===== config.mk =====
export PLATFORM = sky130hd
export DESIGN_NAME = four_level_page_table_walk
export DESIGN_NICKNAME = d
export VERILOG_FILES = /design/src/rtl/core/flpw_pkg.sv /design/src/rtl/core/flpw_front.sv /design/src/rtl/core/flpw_queue.sv /design/src/rtl/core/flpw_back.sv /design/src/rtl/core/four_level_page_table_walk.sv
export SDC_FILE = /design/constraint.sdc
export NUM_CORES = 1
export LEC_CHECK = 0
export BUFFER_PORTS_ARGS = -buffer_cell sky130_fd_sc_hd__buf_4
export CORE_MARGIN = 1.5
export CORE_UTILIZATION = 40
export CTS_CLUSTER_SIZE = 12
export DETAILED_ROUTE_END_ITERATION = 8
export GPL_ROUTABILITY_DRIVEN = 0
export GPL_TIMING_DRIVEN = 1
export HOLD_SLACK_MARGIN = 0.15
export PLACE_DENSITY = 0.7
export SETUP_SLACK_MARGIN = 0.05
export SYNTH_ARGS = -nofsm -noshare
export SYNTH_HDL_FRONTEND = slang
export SYNTH_SLANG_ARGS = --single-unit

===== constraint.sdc =====
create_clock -name clk_i -period 8.7 [get_ports clk_i]
set_input_delay 0.435 -clock clk_i [delete_from_list [all_inputs] [get_ports clk_i]]
set_output_delay 0.435 -clock clk_i [all_outputs]
set_load 0.01 [all_outputs]

===== src/rtl/core/flpw_pkg.sv =====
// Shared types, constants and helpers for the four-level page walker.
// No dependencies; every other file in rtl/core uses this package.
package flpw_pkg;

  // Implemented physical address width (36..52); port fields stay 52 bits.
  localparam int unsigned PA_BITS   = 52;
  localparam int unsigned PA_W      = 52;
  localparam int unsigned VA_W      = 48;
  localparam int unsigned ENTRY_W   = 64;
  localparam int unsigned IDX_W     = 9;
  localparam int unsigned SHIFT_4K  = 12;
  localparam int unsigned SHIFT_2M  = 21;
  localparam int unsigned SHIFT_1G  = 30;

  // Address masks, all PA_W bits wide.
  localparam logic [PA_W-1:0] PaMask  = {PA_W{1'b1}} >> (PA_W - PA_BITS);
  localparam logic [PA_W-1:0] Base4k  = PaMask & ~((PA_W'(1) << SHIFT_4K) - PA_W'(1));
  localparam logic [PA_W-1:0] Base2m  = PaMask & ~((PA_W'(1) << SHIFT_2M) - PA_W'(1));
  localparam logic [PA_W-1:0] Base1g  = PaMask & ~((PA_W'(1) << SHIFT_1G) - PA_W'(1));

  // Entry flag bit positions.
  localparam int unsigned BIT_PRESENT = 0;
  localparam int unsigned BIT_LARGE   = 7;

  // Table levels, top table first.
  localparam logic [1:0] LVL_0 = 2'd0;
  localparam logic [1:0] LVL_1 = 2'd1;
  localparam logic [1:0] LVL_2 = 2'd2;
  localparam logic [1:0] LVL_3 = 2'd3;

  // Page size codes.
  localparam logic [1:0] PAGE_4K = 2'd0;
  localparam logic [1:0] PAGE_2M = 2'd1;
  localparam logic [1:0] PAGE_1G = 2'd2;

  // Input item function codes.
  typedef enum logic {
    KIND_REQ  = 1'b0,
    KIND_DATA = 1'b1
  } item_kind_e;

  typedef struct packed {
    logic [0:0]         func;
    logic [ENTRY_W-1:0] table_root;
    logic [VA_W-1:0]    lin_addr;
    logic [ENTRY_W-1:0] read_data;
  } in_item_t;

  typedef struct packed {
    logic            read_request;
    logic [PA_W-1:0] read_addr;
    logic            done_res;
    logic            fault;
    logic [1:0]      fault_level;
    logic [PA_W-1:0] xlat_addr;
    logic [1:0]      page_size;
  } out_item_t;

  // Classified item as it sits in the queue between front and back.
  // For a request, word holds the first entry address; for data, the entry.
  typedef struct packed {
    item_kind_e         kind;
    logic [VA_W-1:0]    vaddr;
    logic [ENTRY_W-1:0] word;
  } q_item_t;

  // Table index of a virtual address at a level.
  function automatic logic [IDX_W-1:0] table_index(logic [VA_W-1:0] va, logic [1:0] lvl);
    logic [IDX_W-1:0] idx;
    case (lvl)
      LVL_0:   idx = va[47:39];
      LVL_1:   idx = va[38:30];
      LVL_2:   idx = va[29:21];
      default: idx = va[20:12];
    endcase
    return idx;
  endfunction

  // Entry address: table base plus index times eight (base is 4KB aligned).
  function automatic logic [PA_W-1:0] entry_addr(logic [PA_W-1:0] base,
                                                logic [IDX_W-1:0] idx);
    return (base & Base4k) | {{(PA_W-IDX_W-3){1'b0}}, idx, 3'b000};
  endfunction

endpackage


===== src/rtl/core/flpw_front.sv =====
// Front end of the page walker: accepts input items and classifies them.
// Uses flpw_pkg; feeds flpw_queue.
module flpw_front (
  input  logic               in_valid_i,
  output logic               in_stall_o,
  input  flpw_pkg::in_item_t in_item_i,
  input  logic               q_full_i,
  output logic               push_o,
  output flpw_pkg::q_item_t  push_item_o
);

  logic [flpw_pkg::PA_W-1:0] first_addr;

  // Top-table entry address for a new request
  assign first_addr = flpw_pkg::entry_addr(
      in_item_i.table_root[flpw_pkg::PA_W-1:0],
      flpw_pkg::table_index(in_item_i.lin_addr, flpw_pkg::LVL_0));

  assign in_stall_o = q_full_i;
  assign push_o     = in_valid_i && !q_full_i;

  // Classify: requests carry their first read address, data carries the entry
  always_comb begin
    push_item_o.vaddr = in_item_i.lin_addr;
    if (in_item_i.func == flpw_pkg::KIND_REQ) begin
      push_item_o.kind = flpw_pkg::KIND_REQ;
      push_item_o.word = {{(flpw_pkg::ENTRY_W-flpw_pkg::PA_W){1'b0}}, first_addr};
    end else begin
      push_item_o.kind = flpw_pkg::KIND_DATA;
      push_item_o.word = in_item_i.read_data;
    end
  end

endmodule


===== src/rtl/core/flpw_queue.sv =====
// Two-entry queue between the walker front and back ends.
// Uses flpw_pkg for the queued item type.
module flpw_queue (
  input  logic              clk_i,
  input  logic              rst_ni,
  input  logic              push_i,
  input  flpw_pkg::q_item_t push_item_i,
  output logic              full_o,
  output logic              head_valid_o,
  output flpw_pkg::q_item_t head_o,
  input  logic              pop_i
);

  flpw_pkg::q_item_t mem_q [2];
  logic       wr_ptr_q, wr_ptr_d;
  logic       rd_ptr_q, rd_ptr_d;
  logic [1:0] count_q, count_d;

  assign full_o       = (count_q == 2'd2);
  assign head_valid_o = (count_q != 2'd0);
  assign head_o       = mem_q[rd_ptr_q];

  // Pointer and fill count update
  always_comb begin
    wr_ptr_d = push_i ? ~wr_ptr_q : wr_ptr_q;
    rd_ptr_d = pop_i  ? ~rd_ptr_q : rd_ptr_q;
    count_d  = count_q + {1'b0, push_i} - {1'b0, pop_i};
  end

  always_ff @(posedge clk_i or negedge rst_ni) begin
    if (!rst_ni) begin
      wr_ptr_q <= 1'b0;
      rd_ptr_q <= 1'b0;
      count_q  <= 2'd0;
    end else begin
      wr_ptr_q <= wr_ptr_d;
      rd_ptr_q <= rd_ptr_d;
      count_q  <= count_d;
    end
  end

  // Storage, no reset needed
  always_ff @(posedge clk_i) begin
    if (push_i) begin
      mem_q[wr_ptr_q] <= push_item_i;
    end
  end

endmodule


===== src/rtl/core/flpw_back.sv =====
// Back end of the page walker: walk state, entry checks and result register.
// Uses flpw_pkg; takes items from flpw_queue.
module flpw_back (
  input  logic                clk_i,
  input  logic                rst_ni,
  input  logic                head_valid_i,
  input  flpw_pkg::q_item_t   head_i,
  output logic                pop_o,
  output logic                out_valid_o,
  input  logic                out_stall_i,
  output flpw_pkg::out_item_t out_item_o
);

  typedef enum logic [4:0] {
    ST_IDLE = 5'b00001,
    ST_L0   = 5'b00010,
    ST_L1   = 5'b00100,
    ST_L2   = 5'b01000,
    ST_L3   = 5'b10000
  } walk_state_e;

  walk_state_e               state_q, state_d;
  logic [flpw_pkg::VA_W-1:0] vaddr_q, vaddr_d;
  logic                      out_valid_q;
  flpw_pkg::out_item_t       out_q;
  flpw_pkg::out_item_t       res;
  logic                      res_valid;
  logic                      back_ready;
  logic [1:0]                cur_lvl;
  logic [1:0]                next_lvl;
  walk_state_e               next_st;
  logic [flpw_pkg::PA_W-1:0] entry;
  logic                      present;
  logic                      big_page;

  assign back_ready = !out_valid_q || !out_stall_i;
  assign pop_o      = head_valid_i && back_ready;
  assign entry      = head_i.word[flpw_pkg::PA_W-1:0];
  assign present    = head_i.word[flpw_pkg::BIT_PRESENT];
  assign big_page   = head_i.word[flpw_pkg::BIT_LARGE];

  // Current level and the state for the next table
  always_comb begin
    unique case (state_q)
      ST_L0:   begin cur_lvl = flpw_pkg::LVL_0; next_lvl = flpw_pkg::LVL_1; next_st = ST_L1; end
      ST_L1:   begin cur_lvl = flpw_pkg::LVL_1; next_lvl = flpw_pkg::LVL_2; next_st = ST_L2; end
      ST_L2:   begin cur_lvl = flpw_pkg::LVL_2; next_lvl = flpw_pkg::LVL_3; next_st = ST_L3; end
      ST_L3:   begin cur_lvl = flpw_pkg::LVL_3; next_lvl = flpw_pkg::LVL_3; next_st = ST_IDLE; end
      default: begin cur_lvl = flpw_pkg::LVL_0; next_lvl = flpw_pkg::LVL_0; next_st = ST_IDLE; end
    endcase
  end

  // Walk step for the item at the queue head
  always_comb begin
    state_d   = state_q;
    vaddr_d   = vaddr_q;
    res       = '0;
    res_valid = 1'b0;
    if (head_i.kind == flpw_pkg::KIND_REQ) begin
      // new request drops any walk in progress
      state_d          = ST_L0;
      vaddr_d          = head_i.vaddr;
      res_valid        = 1'b1;
      res.read_request = 1'b1;
      res.read_addr    = entry;
    end else if (state_q != ST_IDLE) begin
      res_valid = 1'b1;
      if (!present) begin
        state_d         = ST_IDLE;
        res.done_res    = 1'b1;
        res.fault       = 1'b1;
        res.fault_level = cur_lvl;
      end else if (cur_lvl == flpw_pkg::LVL_1 && big_page) begin
        state_d       = ST_IDLE;
        res.done_res  = 1'b1;
        res.xlat_addr = (entry & flpw_pkg::Base1g) |
                        {{(flpw_pkg::PA_W-flpw_pkg::SHIFT_1G){1'b0}},
                         vaddr_q[flpw_pkg::SHIFT_1G-1:0]};
        res.page_size = flpw_pkg::PAGE_1G;
      end else if (cur_lvl == flpw_pkg::LVL_2 && big_page) begin
        state_d       = ST_IDLE;
        res.done_res  = 1'b1;
        res.xlat_addr = (entry & flpw_pkg::Base2m) |
                        {{(flpw_pkg::PA_W-flpw_pkg::SHIFT_2M){1'b0}},
                         vaddr_q[flpw_pkg::SHIFT_2M-1:0]};
        res.page_size = flpw_pkg::PAGE_2M;
      end else if (cur_lvl == flpw_pkg::LVL_3) begin
        state_d       = ST_IDLE;
        res.done_res  = 1'b1;
        res.xlat_addr = (entry & flpw_pkg::Base4k) |
                        {{(flpw_pkg::PA_W-flpw_pkg::SHIFT_4K){1'b0}},
                         vaddr_q[flpw_pkg::SHIFT_4K-1:0]};
        res.page_size = flpw_pkg::PAGE_4K;
      end else begin
        state_d          = next_st;
        res.read_request = 1'b1;
        res.read_addr    = flpw_pkg::entry_addr(entry,
                             flpw_pkg::table_index(vaddr_q, next_lvl));
      end
    end
  end

  // Walk state, advanced once per consumed item
  always_ff @(posedge clk_i or negedge rst_ni) begin
    if (!rst_ni) begin
      state_q     <= ST_IDLE;
      vaddr_q     <= '0;
      out_valid_q <= 1'b0;
    end else begin
      if (pop_o) begin
        state_q <= state_d;
        vaddr_q <= vaddr_d;
      end
      if (back_ready) begin
        out_valid_q <= pop_o && res_valid;
      end
    end
  end

  // Result register
  always_ff @(posedge clk_i) begin
    if (pop_o && res_valid) begin
      out_q <= res;
    end
  end

  assign out_valid_o = out_valid_q;
  assign out_item_o  = out_q;

`ifndef ASSERT_OFF
  a_req_xor_done: assert property (@(posedge clk_i) disable iff (!rst_ni)
      out_valid_q |-> !(out_q.read_request && out_q.done_res))
    else $error("result both requests a read and finishes the walk");

  a_fault_clean: assert property (@(posedge clk_i) disable iff (!rst_ni)
      (out_valid_q && out_q.fault) |-> (out_q.done_res && out_q.xlat_addr == '0))
    else $error("faulting result carries a translation");

  a_req_starts_walk: assert property (@(posedge clk_i) disable iff (!rst_ni)
      (pop_o && head_i.kind == flpw_pkg::KIND_REQ) |=> (state_q == ST_L0))
    else $error("request did not restart the walk at the top table");

  a_result_from_pop: assert property (@(posedge clk_i) disable iff (!rst_ni)
      $rose(out_valid_q) |-> $past(pop_o))
    else $error("result appeared without a consumed item");
`endif

endmodule


===== src/rtl/core/four_level_page_table_walk.sv =====
// Four-level page walker, top level: front end, item queue and back end.
// Uses flpw_pkg, flpw_front, flpw_queue and flpw_back.
//
// Translates 48-bit virtual addresses through four levels of 8-byte table
// entries. A request item (func 0) yields one read request for the top-table
// entry; each returned entry (func 1) yields either the next read request or
// a finished result with the physical address and page size (4KB, 2MB, 1GB),
// or a fault with the level that was not present. A data item while no walk
// is active gives no result; a request during a walk restarts it. One item is
// accepted per cycle while the queue is not full: the front end classifies
// items into a two-entry queue and the back end handles one queued item per
// cycle unless a result is stalled, loading its result into the output
// register at the edge where it leaves the queue. With no stalls an item is
// registered in the queue, then its result in the output register. The
// input stalls only once the queue holds two items, when the output stalls.
module four_level_page_table_walk (
  input  logic                clk_i,
  input  logic                rst_ni,
  input  logic                in_valid_i,
  output logic                in_stall_o,
  input  flpw_pkg::in_item_t  in_item_i,
  output logic                out_valid_o,
  input  logic                out_stall_i,
  output flpw_pkg::out_item_t out_item_o
);

  logic              q_full;
  logic              push;
  flpw_pkg::q_item_t push_item;
  logic              head_valid;
  flpw_pkg::q_item_t head;
  logic              pop;

  flpw_front u_front (
    .in_valid_i  (in_valid_i),
    .in_stall_o  (in_stall_o),
    .in_item_i   (in_item_i),
    .q_full_i    (q_full),
    .push_o      (push),
    .push_item_o (push_item)
  );

  flpw_queue u_queue (
    .clk_i        (clk_i),
    .rst_ni       (rst_ni),
    .push_i       (push),
    .push_item_i  (push_item),
    .full_o       (q_full),
    .head_valid_o (head_valid),
    .head_o       (head),
    .pop_i        (pop)
  );

  flpw_back u_back (
    .clk_i        (clk_i),
    .rst_ni       (rst_ni),
    .head_valid_i (head_valid),
    .head_i       (head),
    .pop_o        (pop),
    .out_valid_o  (out_valid_o),
    .out_stall_i  (out_stall_i),
    .out_item_o   (out_item_o)
  );

endmodule

# Word level (Yosys, flattened, before mapping)
# Memories as Yosys holds them, arrays and structs flattened.
# Index checks and enable logic that the tools add are counted.
[word_totals]
reg_bits = 169
mem_bits_rw = 226
word_cells = 94
memories = 1
[memory_table]
columns = ["name", "words", "word_bits", "rd", "rd_ports_with_merged_regs", "write_ports", "line", "rtl"]
rows = [
  ["u_queue.mem_q", 2, 113, 1, 0, 1, "flpw_queue.sv:14", "flpw_pkg::q_item_t mem_q [2];"],
]
[op_classes]
add_sub_neg = 2
n_eq_ne = 12
n_mux = 37
n_bitwise = 10
n_reduce_logical = 18
[op_table]
columns = ["cell", "n"]
rows = [
  ["54-bit 2-to-1 mux", 4],
  ["53-bit 2-to-1 mux", 4],
  ["52-bit by 12-bit OR with 52-bit output", 3],
  ["111-bit 2-to-1 mux", 1],
  ["64-bit 2-to-1 mux", 1],
  ["9-bit 2-to-1 mux", 6],
  ["52-bit 2-to-1 mux", 1],
  ["52-bit by 21-bit OR with 52-bit output", 1],
  ["52-bit by 30-bit OR with 52-bit output", 1],
  ["5-bit 2-to-1 mux", 6],
  ["9-bit case mux with 3 select lines", 1],
  ["5-bit case mux with 3 select lines", 1],
  ["2-bit case mux with 3 select lines", 2],
  ["1-bit 2-to-1 mux", 9],
  ["2-bit == test, second input constant", 4],
  ["2-bit AND reduction", 3],
  ["5-bit by 2-bit == test with 1-bit output, second input constant", 1],
  ["5-bit by 3-bit == test with 1-bit output, second input constant", 1],
  ["5-bit by 4-bit == test with 1-bit output, second input constant", 1],
  ["5-bit == test, second input constant", 1],
  ["1-bit logical AND", 5],
  ["5-bit by 1-bit inequality test with 1-bit output, second input constant", 1],
  ["1-bit inverter", 5],
  ["2-bit by 1-bit == test with 1-bit output, second input constant", 2],
  ["other kinds (12)", 14],
]

# Longest topological paths before layout
[depth]
word_depth = 18
ltp_mapped = 8
depth_no_buf = 8

# Modules after synthesis
# A second synthesis with hierarchy kept.
[unflattened]
hier_cells = 980
area_unflattened_um2 = 16782.3
[by_module_without_submodules]
columns = ["module", "instances", "cells_per_inst", "area_each_um2", "seq_area_each_um2"]
rows = [
  ["flpw_queue", 1, 367, 8602.0, 6886.6],
  ["flpw_back", 1, 491, 6876.6, 4685.7],
  ["flpw_front", 1, 122, 1303.8, 0.0],
]

# Worst setup path before layout
# No wires, ideal clock.
[synth_timing]
path_type = "register to register"
start = "register u_queue.count_q[1]"
end = "memory u_queue.mem_q[0][0] (netlist bit) (enable)"
setup_ns = 0.562
t_arrival_ns = 4.778
required_ns = 8.138
path_slack_ns = 3.361
path_stages_with_launch = 4
n_path_buf = 0
period_less_slack_ns = 5.339
cell_sequence = "dfrtp_1 nand2_1 nand2_1 nor2_1"
[synth_via]
elab_chain_len = 5
[synth_rtl]
columns = ["element", "line", "rtl"]
rows = [
  ["start, declared", "flpw_queue.sv:17", "logic [1:0] count_q, count_d;"],
  ["start signal, assigned", "flpw_queue.sv:38", "count_q <= count_d;"],
  ["2-bit == test", "flpw_queue.sv:19", "assign full_o = (count_q == 2'd2);"],
  ["1-bit zero test", "flpw_front.sv:20", "assign push_o = in_valid_i && !q_full_i;"],
  ["1-bit logical AND", "flpw_front.sv:20", ""],
  ["1-bit 2-to-1 mux", "flpw_queue.sv:44", "if (push_i) begin"],
  ["1-bit 2-to-1 mux (not written as such)", "flpw_queue.sv:45", "mem_q[wr_ptr_q] <= push_item_i;"],
  ["end, declared", "flpw_queue.sv:14", ""],
]
# No other way between the ends.

# Worst setup path in the final report
[layout_timing]
start = "register u_queue.rd_ptr_q"
end = "register u_back.out_q (netlist bit u_back.out_item_o[33]) (data pin)"
[layout_via]
elab_chain_len = 5
[layout_rtl]
columns = ["element", "line", "rtl"]
rows = [
  ["start, declared", "flpw_queue.sv:16", "logic rd_ptr_q, rd_ptr_d;"],
  ["start signal, assigned", "flpw_queue.sv:37", "rd_ptr_q <= rd_ptr_d;"],
  ["memory 2 x 113 bit (*)", "-", ""],
  ["52-bit by 12-bit OR with 52-bit output", "flpw_back.sv:90", "res.xlat_addr = (entry & flpw_pkg::Base4k) |"],
  ["54-bit 2-to-1 mux", "flpw_back.sv:87", "end else if (cur_lvl == flpw_pkg::LVL_3) begin"],
  ["54-bit 2-to-1 mux", "flpw_back.sv:80", "end else if (cur_lvl == flpw_pkg::LVL_2 && big_page) begin"],
  ["54-bit 2-to-1 mux", "flpw_back.sv:73", "end else if (cur_lvl == flpw_pkg::LVL_1 && big_page) begin"],
  ["end signal, assigned", "flpw_back.sv:123", "out_q <= res;"],
  ["end, declared", "flpw_back.sv:25", "flpw_pkg::out_item_t out_q;"],
]
# Every way passes the cells marked *; elsewhere a longest branch is shown, timed or not.
# A chain may end at the register's enable or synchronous reset.

==> run_results.csv <==
group,metric,value,unit
global_routing,grt_overflow,0,
logic_synthesis,netlist_top_cells_area,"edfxtp_1, dfrtp_1, mux2i_1, mux2_2, nor2_1",
logic_synthesis,postSynthAreaPerCell,15.8,µm²
power,leakage,7.16,nW
drt,ant_nets,0,
clock_network,cts-root-buf,"clkbuf_16",
logic_synthesis,synth_top_cell_by_area,"edfxtp_1",
logic_synthesis,ys_types,43,
clock_network,postCtsSetupBuffers,0,
worst_setup_path,r2r_slack,4730,ps
die,die_y,193,µm
worst_setup_path,critPathKind,"register to register",
drt,vias,8421,
die,fp.dieW,193,µm
sta,totalNegativeSetupSlack,0,ps
sta,fmax,252,MHz
worst_setup_path,startpoint,"u_queue.rd_ptr_q",
finish,post-route-util,52.0,%
global_routing,antenna_found_initial,0,
drt,wl,32.1,mm
clock_network,clk_pin_slew_worst_paths,60,ps
global_routing,grt_pass1_vias,8442,
run_status,status,"finished, final reports clean",
finish,drive_gt1_share,31.2,%
power,ir_worst_vdd,184,µV
logic_synthesis,synthCells,910,
place,hpwl,21.0,mm
sta,maxSlewViolCount,0,
logic_synthesis,synth_top_area_share,65.2,%
logic_synthesis,async_reset_ff_share,15.6,%
logic_synthesis,ys_seq_elements,371,
logic_synthesis,synth-edff-count,313,
logic_synthesis,syn-cell-area,0.0144,mm²
global_routing,grt_usage,17.2,%
sta,setup_ws,4730,ps
place,dp.cells,1590,
logic_synthesis,ys_seq_area_share,75.2,%
clock_network,cts_buffer_depth,3,
worst_setup_path,reg2reg_depth,6,
sta,finalCritPeriodShare,45.6,%
drt,routed_via_density,4.94,
worst_setup_path,worstPathMaxFanout,56,
clock_network,clock_latency,520,ps
global_routing,grt_pass1_wl,47.5,mm
clock_network,htreeDepth,2,
global_routing,grt_max_degree,78,
run,max-cap-violations,0,
worst_setup_path,timing.rr.start,"u_queue.rd_ptr_q",
logic_synthesis,synth_nets,1093,
sta,tightest_slew,1050,ps
die,io_pins,294,
finish,layout_commonest_cell,"edfxtp_1",
sta,finalCriticalPeriod,3970,ps
place,dp_slack,4640,ps
die,die_area,0.0372,mm²
sta,finalSetupViolations,0,
finish,antennaDiodeCount,0,
clock_network,cts_tree,"built",
die,placementRows,69,
logic_synthesis,synth_flop_cell,"edfxtp_1",
worst_setup_path,timing.critical_path.arrival,4180,ps
drt,drt_iter0_drc,479,
worst_setup_path,end_kind,"register",
drt,dr.pass1.iters,4,
power,powerDensity,351,mW/mm²
die,start_util,40.5,%
finish,final_cell_mix,"edfxtp_1, buf_4, nor2_1",
worst_hold_path,hold_depth,2,
sta,skew,17.9,ps
finish,instances_no_fill,1705,
finish,nNetsFinal,1403,
worst_setup_path,crit_path_end,"u_back.out_item_o[33]",
sta,timing.slew.headroom,30.2,%
worst_setup_path,required,8920,ps
finish,area_growth,28.3,%
sta,hold_viol,0,
die,core_area,0.0356,mm²
drt,wl_per_cell,18.8,µm
worst_hold_path,hp-class,"input pin to register",
logic_synthesis,ys_warn_count,0,
worst_setup_path,critPathLaunchType,"register",
clock_network,cts_buffers,39,
worst_setup_path,worstReg2RegEnd,"u_back.out_item_o[33]",
clock_network,clkSinkCount,371,
place,port_buffers,257,
drt,drc,0,
sta,rsz0062_at_grt,"false",
## critical path, stage by stage (launching register included)
cell and delay [ps]:
dfrtp_4 990, buf_4 870, mux2i_4 500, a211oi_2 60, buf_4 220, o21ai_2 820, nor2_1 100
## worst min path at each step
| stage | from | to | slack (ps) |
|---|---|---|---|
| 2_1_floorplan | rst_ni | u_back.out_valid_o | 140 |
| 3_3_place_gp | u_queue.count_q[1] | u_queue.count_q[1] | 480 |
| 3_5_place_dp | u_queue.count_q[1] | u_queue.count_q[1] | 490 |
| 4_1_cts | in_item_i[1] | u_queue.mem_q[0][1] | 210 |
| 5_1_grt | in_item_i[141] | u_queue.mem_q[0][29] | 210 |
| 6_report | in_item_i[1] | u_queue.mem_q[0][1] | 230 |
## layout make-up
type                       instances  area, µm²
clock buffer                      57       1120
clock inverter                     8       85.1
timing repair buffer             316       2500
multi-input combinational        484       3330
fill                            2980      17100
inverter                           8       32.5
tap                              461        577
sequential                       371      10900
## synthesized netlist by cell type, types with 2 or more instances
cell and count:
ha_1 2, a211oi_1 4, buf_2 20, buf_4 7, inv_1 8, nand2b_1 4, nor4_1 2, clkbuf_2 2
o21ai_0 13, and2_1 16, nand2_1 29, a32o_1 5, o21ai_1 2, a21o_1 3, nor3_1 3, a221oi_1 5
a21oi_1 54, xnor2_1 5, and3_1 3, mux2_2 59, mux2i_1 89, o32ai_1 9, clkbuf_1 18, o31ai_1 2
edfxtp_1 313, dfrtp_1 57, nor2b_1 12, nand3_1 2, nor2_1 140, a22oi_1 9
## metrics by stage
| step | hold WS, ps | cell area [µm²] | total power [mW] |
|---|---|---|---|
| floorplan | 139 | 14400 | 4.15 |
| global placement | 483 | 16800 | 4.93 |
| detailed placement | 494 | 16800 | 4.99 |
| CTS | 209 | 18500 | 6.58 |
| global route | 212 | 18500 | 6.87 |
| finish | 233 | 18500 | 6.49 |
## flip-flops by register name (all words and copies together), names as in the netlist
signal              flops
u_queue.wr_ptr_q        1
u_back.out_valid_o      1
u_queue.count_q         2
u_queue.rd_ptr_q        1
u_queue.mem_q         202
u_back.out_item_o     111
u_back.vaddr_q         48
u_back.state_q          5
## cell families (layout without fill, tap and decap cells)
group           count (synthesis)  in the layout  synth area share (%)
compound gates                111            111                  4.93
xor+xnor                        5              5                 0.304
fa+ha+maj                       2              2                 0.173
buf+inv                        55            389                  1.80
flops                         371            371                  75.2
mux                           149            149                  10.9
simple gates                  217            217                  6.61
## routing by layer
layer	share of wire (%)	routed length (µm)	vias to the layer above	track usage [%]
li1	-	-	4013	-
met1	42	13500	4077	22.3
met2	49	15800	271	29.1
met3	6.1	1970	60	3.20
met4	2.3	753	0	5.16
met5	0	0	-	0
## repair_timing
item / in CTS / in global routing
gates resized for setup: 0 / 0
setup endpoints to repair: 0 / 0
hold buffers: 50 / 0
hold endpoints to repair: 154 / 0
## power breakdown
group,switching [mW],total [mW],internal [mW]
combinational,1.11,1.89,0.786
sequential,0.315,3.03,2.72
clock,0.626,1.57,0.941
Note: power is estimated with default switching activity, not from simulation.
